$ cat src/hdl/ufc_pkg.sv
package ufc_pkg;

    localparam int NODES  = 1024;
    localparam int ADDR_W = $clog2(NODES);
    localparam int CNT_W  = ADDR_W + 1;

    localparam logic [CNT_W-1:0] NODE_COUNT_RST = CNT_W'(NODES);
    localparam logic [0:0]       REG_NODE_COUNT = 1'b0;

    typedef enum logic [0:0] {
        CMD_UNION = 1'b0,
        CMD_FIND  = 1'b1
    } t_cmd;

    typedef struct packed {
        t_cmd              command;
        logic [ADDR_W-1:0] node_a;
        logic [ADDR_W-1:0] node_b;
    } t_in;

    typedef struct packed {
        logic              merged;
        logic [ADDR_W-1:0] root_of_a;
        logic              a_is_root;
        logic [CNT_W-1:0]  component_count;
        logic              range_error;
    } t_out;

    typedef struct packed {
        t_in  item;
        logic err;
    } t_job;

    typedef struct packed {
        logic clearing;
    } t_back_status;

    typedef enum logic [2:0] {
        ST_CLEAR,
        ST_IDLE,
        ST_FIND,
        ST_COMP,
        ST_SIZE_A,
        ST_SIZE_B,
        ST_RESULT
    } t_state;

    function automatic logic [CNT_W-1:0] eff_count(input logic [CNT_W-1:0] v);
        logic [CNT_W-1:0] r;
        if (v == '0) begin
            r = CNT_W'(1);
        end else if (v > CNT_W'(NODES)) begin
            r = CNT_W'(NODES);
        end else begin
            r = v;
        end
        return r;
    endfunction

endpackage

$ cat src/hdl/ufc_front.sv
module ufc_front
    import ufc_pkg::*;
(
    input  logic             i_clk,
    input  logic             i_rst_n,
    input  logic             i_push,
    input  t_back_status     i_status,
    input  t_in              i_item,
    input  logic [CNT_W-1:0] i_eff_count,
    output logic             o_full,
    output logic             o_job_valid,
    output t_job             o_job,
    input  logic             i_job_pop
);

    t_job       r_q [2];
    logic       r_wp, n_wp;
    logic       r_rp, n_rp;
    logic [1:0] r_cnt, n_cnt;
    logic       acc;
    t_job       job_in;

    assign o_full      = (r_cnt == 2'd2) || i_status.clearing;
    assign acc         = i_push && !o_full;
    assign o_job_valid = (r_cnt != 2'd0);
    assign o_job       = r_q[r_rp];

    // node_b only matters for union
    always_comb begin
        job_in.item = i_item;
        job_in.err  = ({1'b0, i_item.node_a} >= i_eff_count) ||
                      (i_item.command == CMD_UNION && {1'b0, i_item.node_b} >= i_eff_count);
    end

    always_comb begin
        n_wp  = r_wp ^ acc;
        n_rp  = r_rp ^ (i_job_pop && o_job_valid);
        n_cnt = r_cnt + 2'(acc) - 2'(i_job_pop && o_job_valid);
    end

    always_ff @(posedge i_clk) begin
        if (!i_rst_n) begin
            r_wp  <= 1'b0;
            r_rp  <= 1'b0;
            r_cnt <= 2'd0;
        end else begin
            r_wp  <= n_wp;
            r_rp  <= n_rp;
            r_cnt <= n_cnt;
        end
    end

    always_ff @(posedge i_clk) begin
        if (acc) begin
            r_q[r_wp] <= job_in;
        end
    end

endmodule

$ cat config.mk
export PLATFORM = sky130hd
export DESIGN_NAME = ufc_front
export DESIGN_NICKNAME = d
export VERILOG_FILES = /design/src/hdl/ufc_pkg.sv /design/src/hdl/ufc_front.sv
export SDC_FILE = /design/constraint.sdc
export NUM_CORES = 1
export LEC_CHECK = 0
export BUFFER_PORTS_ARGS = -buffer_cell sky130_fd_sc_hd__buf_2
export CAP_MARGIN = 10
export CORE_ASPECT_RATIO = 1.5
export CORE_MARGIN = 2
export CORE_UTILIZATION = 52
export CTS_CLUSTER_SIZE = 40
export DETAILED_ROUTE_END_ITERATION = 7
export PLACE_DENSITY = 0.83
export SETUP_SLACK_MARGIN = 0.2
export SLEW_MARGIN = 20
export SYNTH_ARGS = -nofsm -noshare
export SYNTH_HDL_FRONTEND = slang
export SYNTH_SLANG_ARGS = --single-unit
$ cat constraint.sdc
create_clock -name i_clk -period 2.6 [get_ports i_clk]
set_clock_uncertainty 0.15 [all_clocks]
set_input_delay 0 -clock i_clk [delete_from_list [all_inputs] [get_ports i_clk]]
set_output_delay 0 -clock i_clk [all_outputs]
set_load 0.005 [all_outputs]
== Yosys cells after proc, flatten, opt, wreduce, memory -nomap -nowiden ==
Memories as Yosys holds them, arrays and structs flattened. A register that Yosys moved wholly into a read port is not among the register bits.
Cells that the tools add are included.

* Memories kept: 1
* Logic and storage cells: 22
* Bits in writable memories: 44
* Flip-flop bits (word level): 4
* Input bits: 37
* Output and inout port bits: 24

{| class="wikitable"
|+ Memories
! name !! words !! bits a word !! rd ports !! clocked after memory_dff !! wr ports !! RTL line !! source
|-
| r_q || 2 || 22 || 1 || 1 || 1 || ufc_front.sv:16 || <nowiki>t_job r_q [2];</nowiki>
|}

* Muxes and demuxes: 3
* Add/subtract/negate cells: 2
* Reductions and logical operators: 7
* Bitwise operators: 3
* Order comparisons: 2
* Equal/unequal tests: 1

{| class="wikitable"
|+ Operators with widths
! operator !! number
|-
| greater-or-equal comparator 10 x 11 -> 1 bit || 2
|-
| logical AND 1 bit || 3
|-
| 2-to-1 mux 1 bit || 3
|-
| adder 2 x 1 -> 2 bit || 1
|-
| equality test 2 bit (second input constant) || 1
|-
| logical OR 1 bit || 2
|-
| nonzero test 2 bit || 1
|-
| subtractor 2 x 1 -> 2 bit || 1
|-
| bitwise XOR 1 bit || 2
|-
| logical NOT 1 bit || 1
|-
| NOT 1 bit || 1
|}

== Depth between registers and ports, before layout ==
Gate-level depths: netlist of run 1.

* Word-level depth: 6
* Gate-level depth with buffers: 9
* Mapped depth without buffers: 9

== Worst setup path after synthesis of run 1 ==
OpenSTA, ideal clock, no wires.

* Path type: register to register
* From: register r_cnt[1]
* To: register r_cnt[1]
* Path buffers: 0
* Period minus slack after synthesis: 1.837 ns
* Required time: 2.335 ns
* Stages on the path, launching flop included: 9
* Arrival: 1.573 ns
* Library setup time: 0.115 ns
* Path slack: 0.763 ns
* Path through: dfxtp_1 or2_4 and2_4 ha_1 inv_1 ha_1 xnor2_1 xnor2_1 and2_1

* Elaborated cells between the ends (all ways): 8
* Those cells by class: add/sub (2); eq/ne (1); reduce/logical (5)

{| class="wikitable"
|+ RTL lines
! element !! RTL line !! source
|-
| start: declaration || ufc_front.sv:19 || <nowiki>logic [1:0] r_cnt, n_cnt;</nowiki>
|-
| start signal: assignment || ufc_front.sv:49 || <nowiki>r_cnt <= n_cnt;</nowiki>
|-
| nonzero test 2 bit || ufc_front.sv:25 || <nowiki>assign o_job_valid = (r_cnt != 2'd0);</nowiki>
|-
| named net o_job_valid || ufc_front.sv:11 || <nowiki>output logic o_job_valid,</nowiki>
|-
| logical AND 1 bit || ufc_front.sv:38 || <nowiki>n_cnt = r_cnt + 2'(acc) - 2'(i_job_pop && o_job_valid);</nowiki>
|-
| subtractor 2 x 1 -> 2 bit || ufc_front.sv:38 ||
|}

The timed path passes the listed nets, and every way through them passes these cells.
A chain may end at the register's enable or synchronous reset.

== Final worst setup path of run 1 ==
* From: register r_cnt[1]
* To: register r_cnt[1]

* Longest elaborated chain between the ends: 6
* Elaborated cells between the ends (all ways): 8
* Those cells by class: add/sub (2); eq/ne (1); reduce/logical (5)

{| class="wikitable"
|+ RTL lines
! element !! RTL line !! source
|-
| equality test 2 bit || ufc_front.sv:23 || <nowiki>assign o_full = (r_cnt == 2'd2) || i_status.clearing;</nowiki>
|-
| logical OR 1 bit || ufc_front.sv:23 ||
|-
| logical NOT 1 bit || ufc_front.sv:24 || <nowiki>assign acc = i_push && !o_full;</nowiki>
|-
| logical AND 1 bit || ufc_front.sv:24 ||
|-
| adder 2 x 1 -> 2 bit || ufc_front.sv:38 ||
|-
| subtractor 2 x 1 -> 2 bit * || ufc_front.sv:38 ||
|}

Mark *: on every way between the ends. The rest lies on a longest branch, timed or not.

==> run metrics, run 1 <==
Netlist cell types=25; CTS buffer count=5; Overall Global Routing Usage=0.183; most frequent cells in the layout=60 x buf_2, 44 x edfxtp_1, 25 x dlygate4sd3_1; CP cell instances=or2_4, and2_4, ha_1, inv_1, ha_1, xnor2_1, xnor2_1, and2_1; Final setup viols=0; GP Congestion=0.713; total vias in the final route=1513; largest delay contributor family on the critical path=simple AND/OR/NAND/NOR gates; cell count after synthesis=152; share of cells above drive strength 1=0.382; status=completed; Hold Buf Count CTS=25; CTS max path bufs=2; cell accounting for the most synthesized area=edfxtp_1; Final Hold Fails=0; WP buf/inv=1; maxcap violations=0; WL per Instance=14.8 um; headroom to the max-slew limit=0.791; critical path peak fanout=3; Ys Warns=0; num rows=29; Max Freq=527 MHz; Synthesized Nets=213; crit start category=flop; Starting Density=0.539; Worst setup EP type=flop; CTS H-tree depth=2; Synth area leaders=edfxtp_1 58%, ha_1 13%, mux2_2 11%; critical path class=reg2reg; total clock sinks=a little under 50; final total power=1.95 mW; sequential element share of the synthesized area=0.621; flops & latches, synth=49; CP required=2.64 ns; Leak Pwr=1.28 nW; clock period minus worst slack=1.90 ns; Layout area overhead=30.7%; Max IR drop VDD=approximately 0.00057 V; first-pass GRT wire length=slightly below 7 mm; setup_tns=0 ns; Root Driver=clkbuf_8; largest net degree at the start of global routing=23; Int Power=1.45 mW; Initial DRC Count=23; internal reg-to-reg setup slack=approximately 0.70 ns; Net Sw Power=0.509 mW; Die Area=a little under 5000 um^2; Overflow after GRT=0; RSZ-0062 raised after global routing=no; Die Height=~85 um; most common cell after layout, fill and taps aside=buf_2; width of the chip=58.2 um; Skew-Pair Late Insertion Delay=0.29 ns; pwr dens=roughly 650 nW/um^2; core outline area=around 4200 um^2; DR vias/cell=5.18; CTS resizes=0; Comb pwr share=0.288; Mapped Avg Cell Area=15.0 um^2; Slew @ Worst Pin=0.314 ns; Final HPWL DP=3.10 mm; vias in the first global route=1532; CTS tree=done; Slew Viols, Final=0; Switching Share=0.261; fin util=0.704; Reg power frac=0.503; DR DRC count=0; post-CTS setup buffers=0; Critical Path Slowest Stage Cell=dfxtp_1; Filler cells=288; TritonRoute pass-1 iters=4; area occupied by multi-input gates=796 um^2; Hold Crit Class=in2out; Netlist Area Pre-Place=2290 um^2; routed wire length=between 4 and 5 mm; boundary pin count=just over 60; clock network fraction of total power=0.209; CP Data Arrival Time=1.94 ns; max incr delay on CP=0.34 ns; Synth top area share=0.578; register area=1420 um^2; Nets=306; period utilization=0.730; initial antenna violation count=0; # port buffers=60; Antenna Cells=0; clock-pin transition on the worst setup and hold timing paths=0.08 ns; Antenna Nets Post-Route=0
-- synthesized netlist by cell type, drive strengths merged --
| library cell | number |
|---|---|
| nand4 | 3 |
| nand3 | 4 |
| buf | 2 |
| and4b | 1 |
| a21o | 1 |
| a21oi | 8 |
| a211oi | 2 |
| nor3 | 1 |
| xnor2 | 3 |
| or2 | 1 |
| edfxtp | 44 |
| nand2b | 2 |
| a31oi | 1 |
| mux2 | 22 |
| and2 | 3 |
| ha | 24 |
| o21ai | 2 |
| nand2 | 2 |
| nor2 | 1 |
| o2111ai | 1 |
| dfxtp | 5 |
| inv | 16 |
| nor2b | 3 |
-- final timing paths --
path,from,endpoint,cells past startpoint
worst max-delay path,r_cnt[1]$_SDFF_PN0_,r_cnt[1]$_SDFF_PN0_,8
worst min-delay path,i_status,o_full,4
worst max register to register,r_cnt[1]$_SDFF_PN0_,r_cnt[1]$_SDFF_PN0_,8
worst min register to register,r_wp$_SDFF_PN0_,r_wp$_SDFF_PN0_,3
-- state kept, by name, summed over array words and instances, names as in the netlist, named ones only --
register and flops:
r_q 44, r_cnt 2, r_wp 1, r_rp 1
-- power by group through the flow --
stage	Sequential (mW)	Combinational (mW)	Clock, mW
4_1_cts	0.985	0.570	0.418
2_1_floorplan	0.988	0.354	0
5_1_grt	0.992	0.621	0.454
3_5_place_dp	1.00	0.539	0
3_3_place_gp	0.998	0.524	0
6_report	0.984	0.562	0.409
-- routing by layer --
layer	global-route usage	routed length, um	part of all wire
met1	0.206	1680	0.39
met5	0	0	0
met4	0.0550	51	0.012
met3	0.0381	163	0.038
met2	0.338	2430	0.56
-- area by class of cell --
cell class,count,share of cell area
sequential,49,0.476
multi-input combinational,85,0.266
timing repair buffer,88,0.192
tap,46,0.0193
clock buffer,5,0.0230
inverter,16,0.0201
clock inverter,3,0.00419
-- per-stage QoR --
step,hold slack [ns],setup WS (ns),instances,area [um^2]
after floorplan,-0.0688,0.763,152,2290
after global placement,0.0585,0.744,259,2660
after detailed placement,0.0584,0.713,259,2660
after CTS,0.121,0.699,292,2990
after global routing,0.148,0.579,292,2990
final,0.130,0.703,292,2990
-- kinds of logic after synthesis --
group | after synthesis | share of synthesized area
xor gates and xnor gates | 3 | 0.0148
adders and majority gates | 24 | 0.131
AOI/OAI and AO/OA | 15 | 0.0383
buffers and inverters | 18 | 0.0306
DFF | 49 | 0.621
and+or+nand+nor | 21 | 0.0553
muxes | 22 | 0.108
-- worst min-delay path, cell delays in order --
cell and delay (ns):
buf_2 0.08, a21oi_1 0.05, inv_1 0.05, buf_2 0.10
Power figures use the tool's default switching activity.
==> inputs of run 2 (changes only) <==
--- a/config.mk
+++ b/config.mk
@@ -9,10 +9,10 @@
 export CAP_MARGIN = 10
 export CORE_ASPECT_RATIO = 1.5
 export CORE_MARGIN = 2
-export CORE_UTILIZATION = 52
+export CORE_UTILIZATION = 47
 export CTS_CLUSTER_SIZE = 40
 export DETAILED_ROUTE_END_ITERATION = 7
-export PLACE_DENSITY = 0.83
+export PLACE_DENSITY = 0.79
 export SETUP_SLACK_MARGIN = 0.2
 export SLEW_MARGIN = 20
 export SYNTH_ARGS = -nofsm -noshare
==> constraint.sdc (replaced) <==
create_clock -name i_clk -period 1.7 [get_ports i_clk]
set_clock_uncertainty 0.15 [all_clocks]
set_input_delay 0 -clock i_clk [delete_from_list [all_inputs] [get_ports i_clk]]
set_output_delay 0 -clock i_clk [all_outputs]
set_load 0.005 [all_outputs]
==> run metrics, run 2 (synthesized netlist as in run 1, its figures left out) <==
status=complete, but fails checks; failing checks=setup timing; dpl cell area=2740 um^2; DR vias/cell=4.97; share of cells above drive strength 1=0.473; critical path peak fanout=3; Die Height=just under 90 um; Biggest register=r_q; fin util=0.703; Die Area=5450 um^2; maxcap violations=0; most common cell after layout, fill and taps aside=buf_2; first-pass GRT wire length=about 7.6 mm; critical path class=reg2reg; total vias in the final route=about 1600; Critical Path Slowest Stage Cell=dfxtp_2; WHS=0.0859 ns; Starting Density=0.479; boundary pin count=slightly above 60; width of the chip=61.0 um; initial antenna violation count=0; clock period minus worst slack=1.80 ns; Cells after DPL=280; Slew Viols, Final=0; WP buf/inv=1; largest delay contributor family on the critical path=simple AND/OR/NAND/NOR gates; period utilization=1.06; Max Freq=between 500 and 600 MHz; num rows=31; final cell count without fillers=324; Overflow after GRT=0; Final Hold Fails=0; RSZ-0062 raised after global routing=yes; crit start category=flop; max FFs per register=44; Top cell by count, worst path=ha_4; CP required=1.74 ns; Layout area overhead=46.7%; core outline area=4770 um^2; largest registers=r_q: 44 flops, r_cnt: 2 flops; Filler cells=333; Worst setup EP type=flop; GP Congestion=0.748; CTS tree=done; Antenna Cells=0; routed wire length=5.22 mm; CTS buffer count=5; Initial DRC Count=19; WL per Instance=16.1 um; Nets=318; DR DRC count=0; clock-pin transition on the worst setup and hold timing paths=0.08 ns; Final setup viols=1; CP Data Arrival Time=between 1.5 and 2 ns; CTS H-tree depth=2; total clock sinks=49; Slew @ Worst Pin=0.316 ns; pwr dens=1060 nW/um^2; max incr delay on CP=~0.34 ns; Leak Pwr=about 1.4 nW; Skew-Pair Late Insertion Delay=0.30 ns; Overall Global Routing Usage=0.203; Hold Crit Class=in2reg; most frequent cells in the layout=60 x buf_2, 44 x edfxtp_1, 23 x dlygate4sd3_1; vias in the first global route=1644; CP cell instances=or2_4, and2_4, ha_4, inv_2, ha_4, xnor2_2, xnor2_1, and2_1; Final WS setup=-0.102 ns; Final HPWL DP=3.04 mm; TritonRoute pass-1 iters=4; Root Driver=clkbuf_8; largest net degree at the start of global routing=15; Max IR drop VDD=0.000639 V; headroom to the max-slew limit=0.788; # port buffers=60; Antenna Nets Post-Route=0; CTS max path bufs=2; setup_tns=-0.102 ns; fin area=approximately 3400 um^2
run 2: cell count changes in the layout (fill, tap and decap cells not counted), moves of 2 or more:
cell	previous run	this run
buf_12	0	5
buf_16	0	2
buf_4	3	5
buf_8	0	3
dfxtp_1	5	2
dfxtp_2	0	3
dlygate4sd3_1	25	23
ha_1	24	20
ha_4	0	4
inv_1	16	14
run 2: repair_timing:
action | CTS | global route
hold buffers | 23 | 0
setup buffers | 7 | 3
endpoints found under the hold margin | 49 | 0
resized for setup | 20 | 1
endpoints found under the setup margin | 68 | 64
gates cloned | 3 | 0
pin swaps | 2 | 3
run 2: worst register-to-register path: stages (launching register included):
cell and delay [ns]:
dfxtp_2 0.34, or2_4 0.24, and2_4 0.15, ha_4 0.26, inv_2 0.03, ha_4 0.15
xnor2_2 0.13, xnor2_1 0.12, and2_1 0.14
run 2: layout make-up:
class	instances	area [um^2]	area share
Timing Repair Buffer	100	812	0.242
Multi-Input combinational cell	85	867	0.258
Inverter	16	62.6	0.0186
Tap cell	66	82.6	0.0246
Sequential cell	49	1430	0.425
Clock buffer	6	72.6	0.0216
Clock inverter	2	33.8	0.0101
run 2: path summary, 6_finish.rpt:
check             slack [ns]  cells past startpoint                  end                 from
setup reg to reg       -0.10                      8  r_cnt[1]$_SDFF_PN0_  r_cnt[0]$_SDFF_PN0_
hold reg to reg         0.41                      2                 flop      r_rp$_SDFF_PN0_
hold / removal          0.09                      6      r_wp$_SDFF_PN0_               i_push
setup / recovery       -0.10                      8  r_cnt[1]$_SDFF_PN0_  r_cnt[0]$_SDFF_PN0_
run 2: power by group:
| part | total [mW] | internal, mW | switching, mW |
|---|---|---|---|
| registers | 1.51 | 1.45 | 0.0610 |
| clock network | 0.790 | 0.434 | 0.356 |
| logic | 1.24 | 0.753 | 0.487 |
| total | 3.54 | 2.64 | 0.904 |
run 2: metal layers:
metal	routed length, um	GRT usage	share of wire	vias up
met2	2920	0.382	0.56	45
li1	-	-	-	783
met4	134	0.0949	0.026	0
met5	0	0	0	-
met1	1950	0.197	0.37	773
met3	217	0.0550	0.042	9
run 2: metrics by stage:
step / setup slack, ns / power, mW
2_1_floorplan: -0.0763 / 2.11
3_3_place_gp: -0.0790 / 2.43
3_5_place_dp: -0.103 / 2.46
4_1_cts: -0.0925 / 3.52
5_1_grt: -0.149 / 3.71
6_report: -0.102 / 3.54
==> inputs of run 3 (changes only) <==
--- a/config.mk
+++ b/config.mk
@@ -5,14 +5,15 @@
 export SDC_FILE = /design/constraint.sdc
 export NUM_CORES = 1
 export LEC_CHECK = 0
+export ABC_AREA = 1
 export BUFFER_PORTS_ARGS = -buffer_cell sky130_fd_sc_hd__buf_2
 export CAP_MARGIN = 10
 export CORE_ASPECT_RATIO = 1.5
 export CORE_MARGIN = 2
-export CORE_UTILIZATION = 47
+export CORE_UTILIZATION = 48
 export CTS_CLUSTER_SIZE = 40
 export DETAILED_ROUTE_END_ITERATION = 7
-export PLACE_DENSITY = 0.79
+export PLACE_DENSITY = 0.8
 export SETUP_SLACK_MARGIN = 0.2
 export SLEW_MARGIN = 20
 export SYNTH_ARGS = -nofsm -noshare
==> run metrics, run 3 <==
Hold Crit Class=in2reg; critical path class=reg2reg; Starting Density=0.494; CTS max path bufs=2; Int Power=2.63 mW; Slew Viols, Final=0; cell count after synthesis=193; CP Data Arrival Time=1.79 ns; Netlist cell types=25; failing checks=setup timing; Leak Pwr=about 1.6 nW; Antenna Nets Post-Route=0; largest net degree at the start of global routing=15; status=complete, but fails checks; total vias in the final route=1738; area occupied by multi-input gates=1040 um^2; Net Sw Power=0.994 mW; share of cells above drive strength 1=0.450; R2R cell count=10; Ys Warns=0; flops & latches, synth=49; TritonRoute pass-1 iters=4; maxcap violations=0; most frequent cells in the layout=60 x buf_2, 44 x edfxtp_1, 28 x nand2_1; period utilization=1.03; Primary FF master, synth=edfxtp_1; final total power=3.63 mW; cell accounting for the most synthesized area=edfxtp_1; DR DRC count=0; Worst setup EP type=flop; pwr dens=1000 nW/um^2; Die Area=5840 um^2; Switching Share=0.274; Initial DRC Count=11; clock network fraction of total power=0.188; Synth area leaders=edfxtp_1 53%, ha_1 12%, mux2_4 12%; Biggest register=r_q; Root Driver=clkbuf_8; headroom to the max-slew limit=0.872; largest registers=r_q: 44 flops, r_cnt: 2 flops; Max Freq=569 MHz; GP Congestion=0.758; WL per Instance=14.1 um; total clock sinks=between 40 and 50; Slew @ Worst Pin=0.191 ns; Synth top area share=0.526; Comb pwr share=0.391; hold path cells=6; crit start category=flop; max FFs per register=44; core outline area=5080 um^2; Mapped Avg Cell Area=between 10 and 15 um^2; most common cell after layout, fill and taps aside=buf_2; initial antenna violation count=0; CTS H-tree depth=2; Final HPWL DP=3.35 mm; fin area=3630 um^2; Antenna Cells=0; Synthesized Nets=roughly 250; critical path peak fanout=3; Final Hold Fails=0; Skew-Pair Late Insertion Delay=a little under 0.3 ns; Commonest cells post-synth=44 x edfxtp_1, 30 x inv_1, 28 x nand2_1; Overall Global Routing Usage=0.185; clock-pin transition on the worst setup and hold timing paths=approximately 0.080 ns; register area=between 1000 and 1500 um^2; CP required=1.74 ns; most numerous cell in the Yosys netlist=edfxtp_1; async set-reset flop share out of synthesis=0; Max IR drop VDD=0.000801 V; Layout area overhead=44.4%; Die Height=approximately 93 um; clock period minus worst slack=1.76 ns; first-pass GRT wire length=8.16 mm; routed wire length=around 5.2 mm; WHS=0.129 ns; vias in the first global route=1822; dpl cell area=between 2000 and 3000 um^2; sequential element share of the synthesized area=0.566; Overflow after GRT=0; # port buffers=60; width of the chip=around 63 um; CTS buffer count=5; Post-synth EDFFs=44; Nets=362; num rows=32; Final setup viols=7; boundary pin count=61; Reg power frac=0.421; Filler cells=roughly 360; Netlist Area Pre-Place=2510 um^2; DR vias/cell=4.70; RSZ-0062 raised after global routing=yes; CTS tree=done; Final WS setup=-0.0563 ns
==> run 3: cell types whose count changed in the layout (fill, tap and decap cells not counted), sizes merged, moves of 2 or more <==
cell / delta
a211oi: -2
a21oi: -3
and2: -3
buf: +4
clkbuf: +3
inv: +15
nand2: +30
nand2b: -2
nand4: -2
nor2: +13
nor2b: -3
xnor2: -2
==> run 3: power groups by stage <==
stage	logic, mW	registers [mW]	clock network, mW
floorplan	0.736	1.53	0
global placement	1.06	1.52	0
detailed placement	1.09	1.53	0
CTS	1.35	1.51	0.703
global route	1.53	1.54	0.742
finish	1.42	1.53	0.683
==> run 3: cells by family after synthesis <==
kind of cell | count (synthesis) | share of synthesized area
xor gates and xnor gates | 2 | 0.00996
and+or+nand+nor | 53 | 0.0991
muxes | 22 | 0.128
adders and majority gates | 24 | 0.120
AOI/OAI and AO/OA | 10 | 0.0219
DFF | 49 | 0.566
buffers and inverters | 33 | 0.0553
==> run 3: worst paths after layout <==
check | end | slack [ns] | startpoint
worst max-delay path | r_cnt[1]$_SDFF_PN0_ | -0.06 | r_cnt[1]$_SDFF_PN0_
worst min-delay path | r_cnt[1]$_SDFF_PN0_ | 0.13 | i_job_pop
worst max register to register | r_cnt[1]$_SDFF_PN0_ | -0.06 | r_cnt[1]$_SDFF_PN0_
worst min register to register | r_cnt[1]$_SDFF_PN0_ | 0.35 | r_cnt[1]$_SDFF_PN0_
==> run 3: layer usage <==
layer	up-vias	routed length, um	global-route usage
li1	876	-	-
met1	814	1900	0.186
met2	39	3070	0.371
met3	9	165	0.0304
met4	0	84	0.0630
met5	-	0	0
==> run 3: final cells by class <==
| cell class | instances | area share |
|---|---|---|
| Clock buffer | 8 | 0.0248 |
| Tap cell | 68 | 0.0235 |
| Sequential cell | 49 | 0.394 |
| Inverter | 31 | 0.0328 |
| Multi-Input combinational cell | 111 | 0.287 |
| Timing Repair Buffer | 103 | 0.238 |
==> run 3: worst max-delay path: stages, from the launching register on <==
cell      delay, ns
dfxtp_2        0.34
inv_4          0.07
o21bai_4       0.07
nor2_2         0.15
inv_2          0.07
ha_4           0.26
inv_2          0.04
ha_4           0.15
xnor2_2        0.13
o21ai_1        0.16
a21oi_1        0.06
==> run 3: per-stage QoR <==
step                      setup TNS (ns)   util  std cells  setup slack [ns]
after floorplan                        0      -        193            0.0149
after global placement                 0  0.583        325            0.0450
after detailed placement         -0.0573  0.583        325           -0.0573
after CTS                        -0.0223  0.697        367           -0.0223
after global routing               -2.17  0.713        370            -0.155
final                            -0.0768  0.713        370           -0.0563
==> run 3: timing repair <==
| action | in CTS | in global routing |
|---|---|---|
| endpoints found under the setup margin | 48 | 62 |
| setup buffers | 7 | 2 |
| hold endpoints to repair | 49 | 0 |
| hold buffers | 22 | 0 |
| cloned | 5 | 1 |
| gates resized for setup | 15 | 9 |
| pin swaps | 4 | 7 |
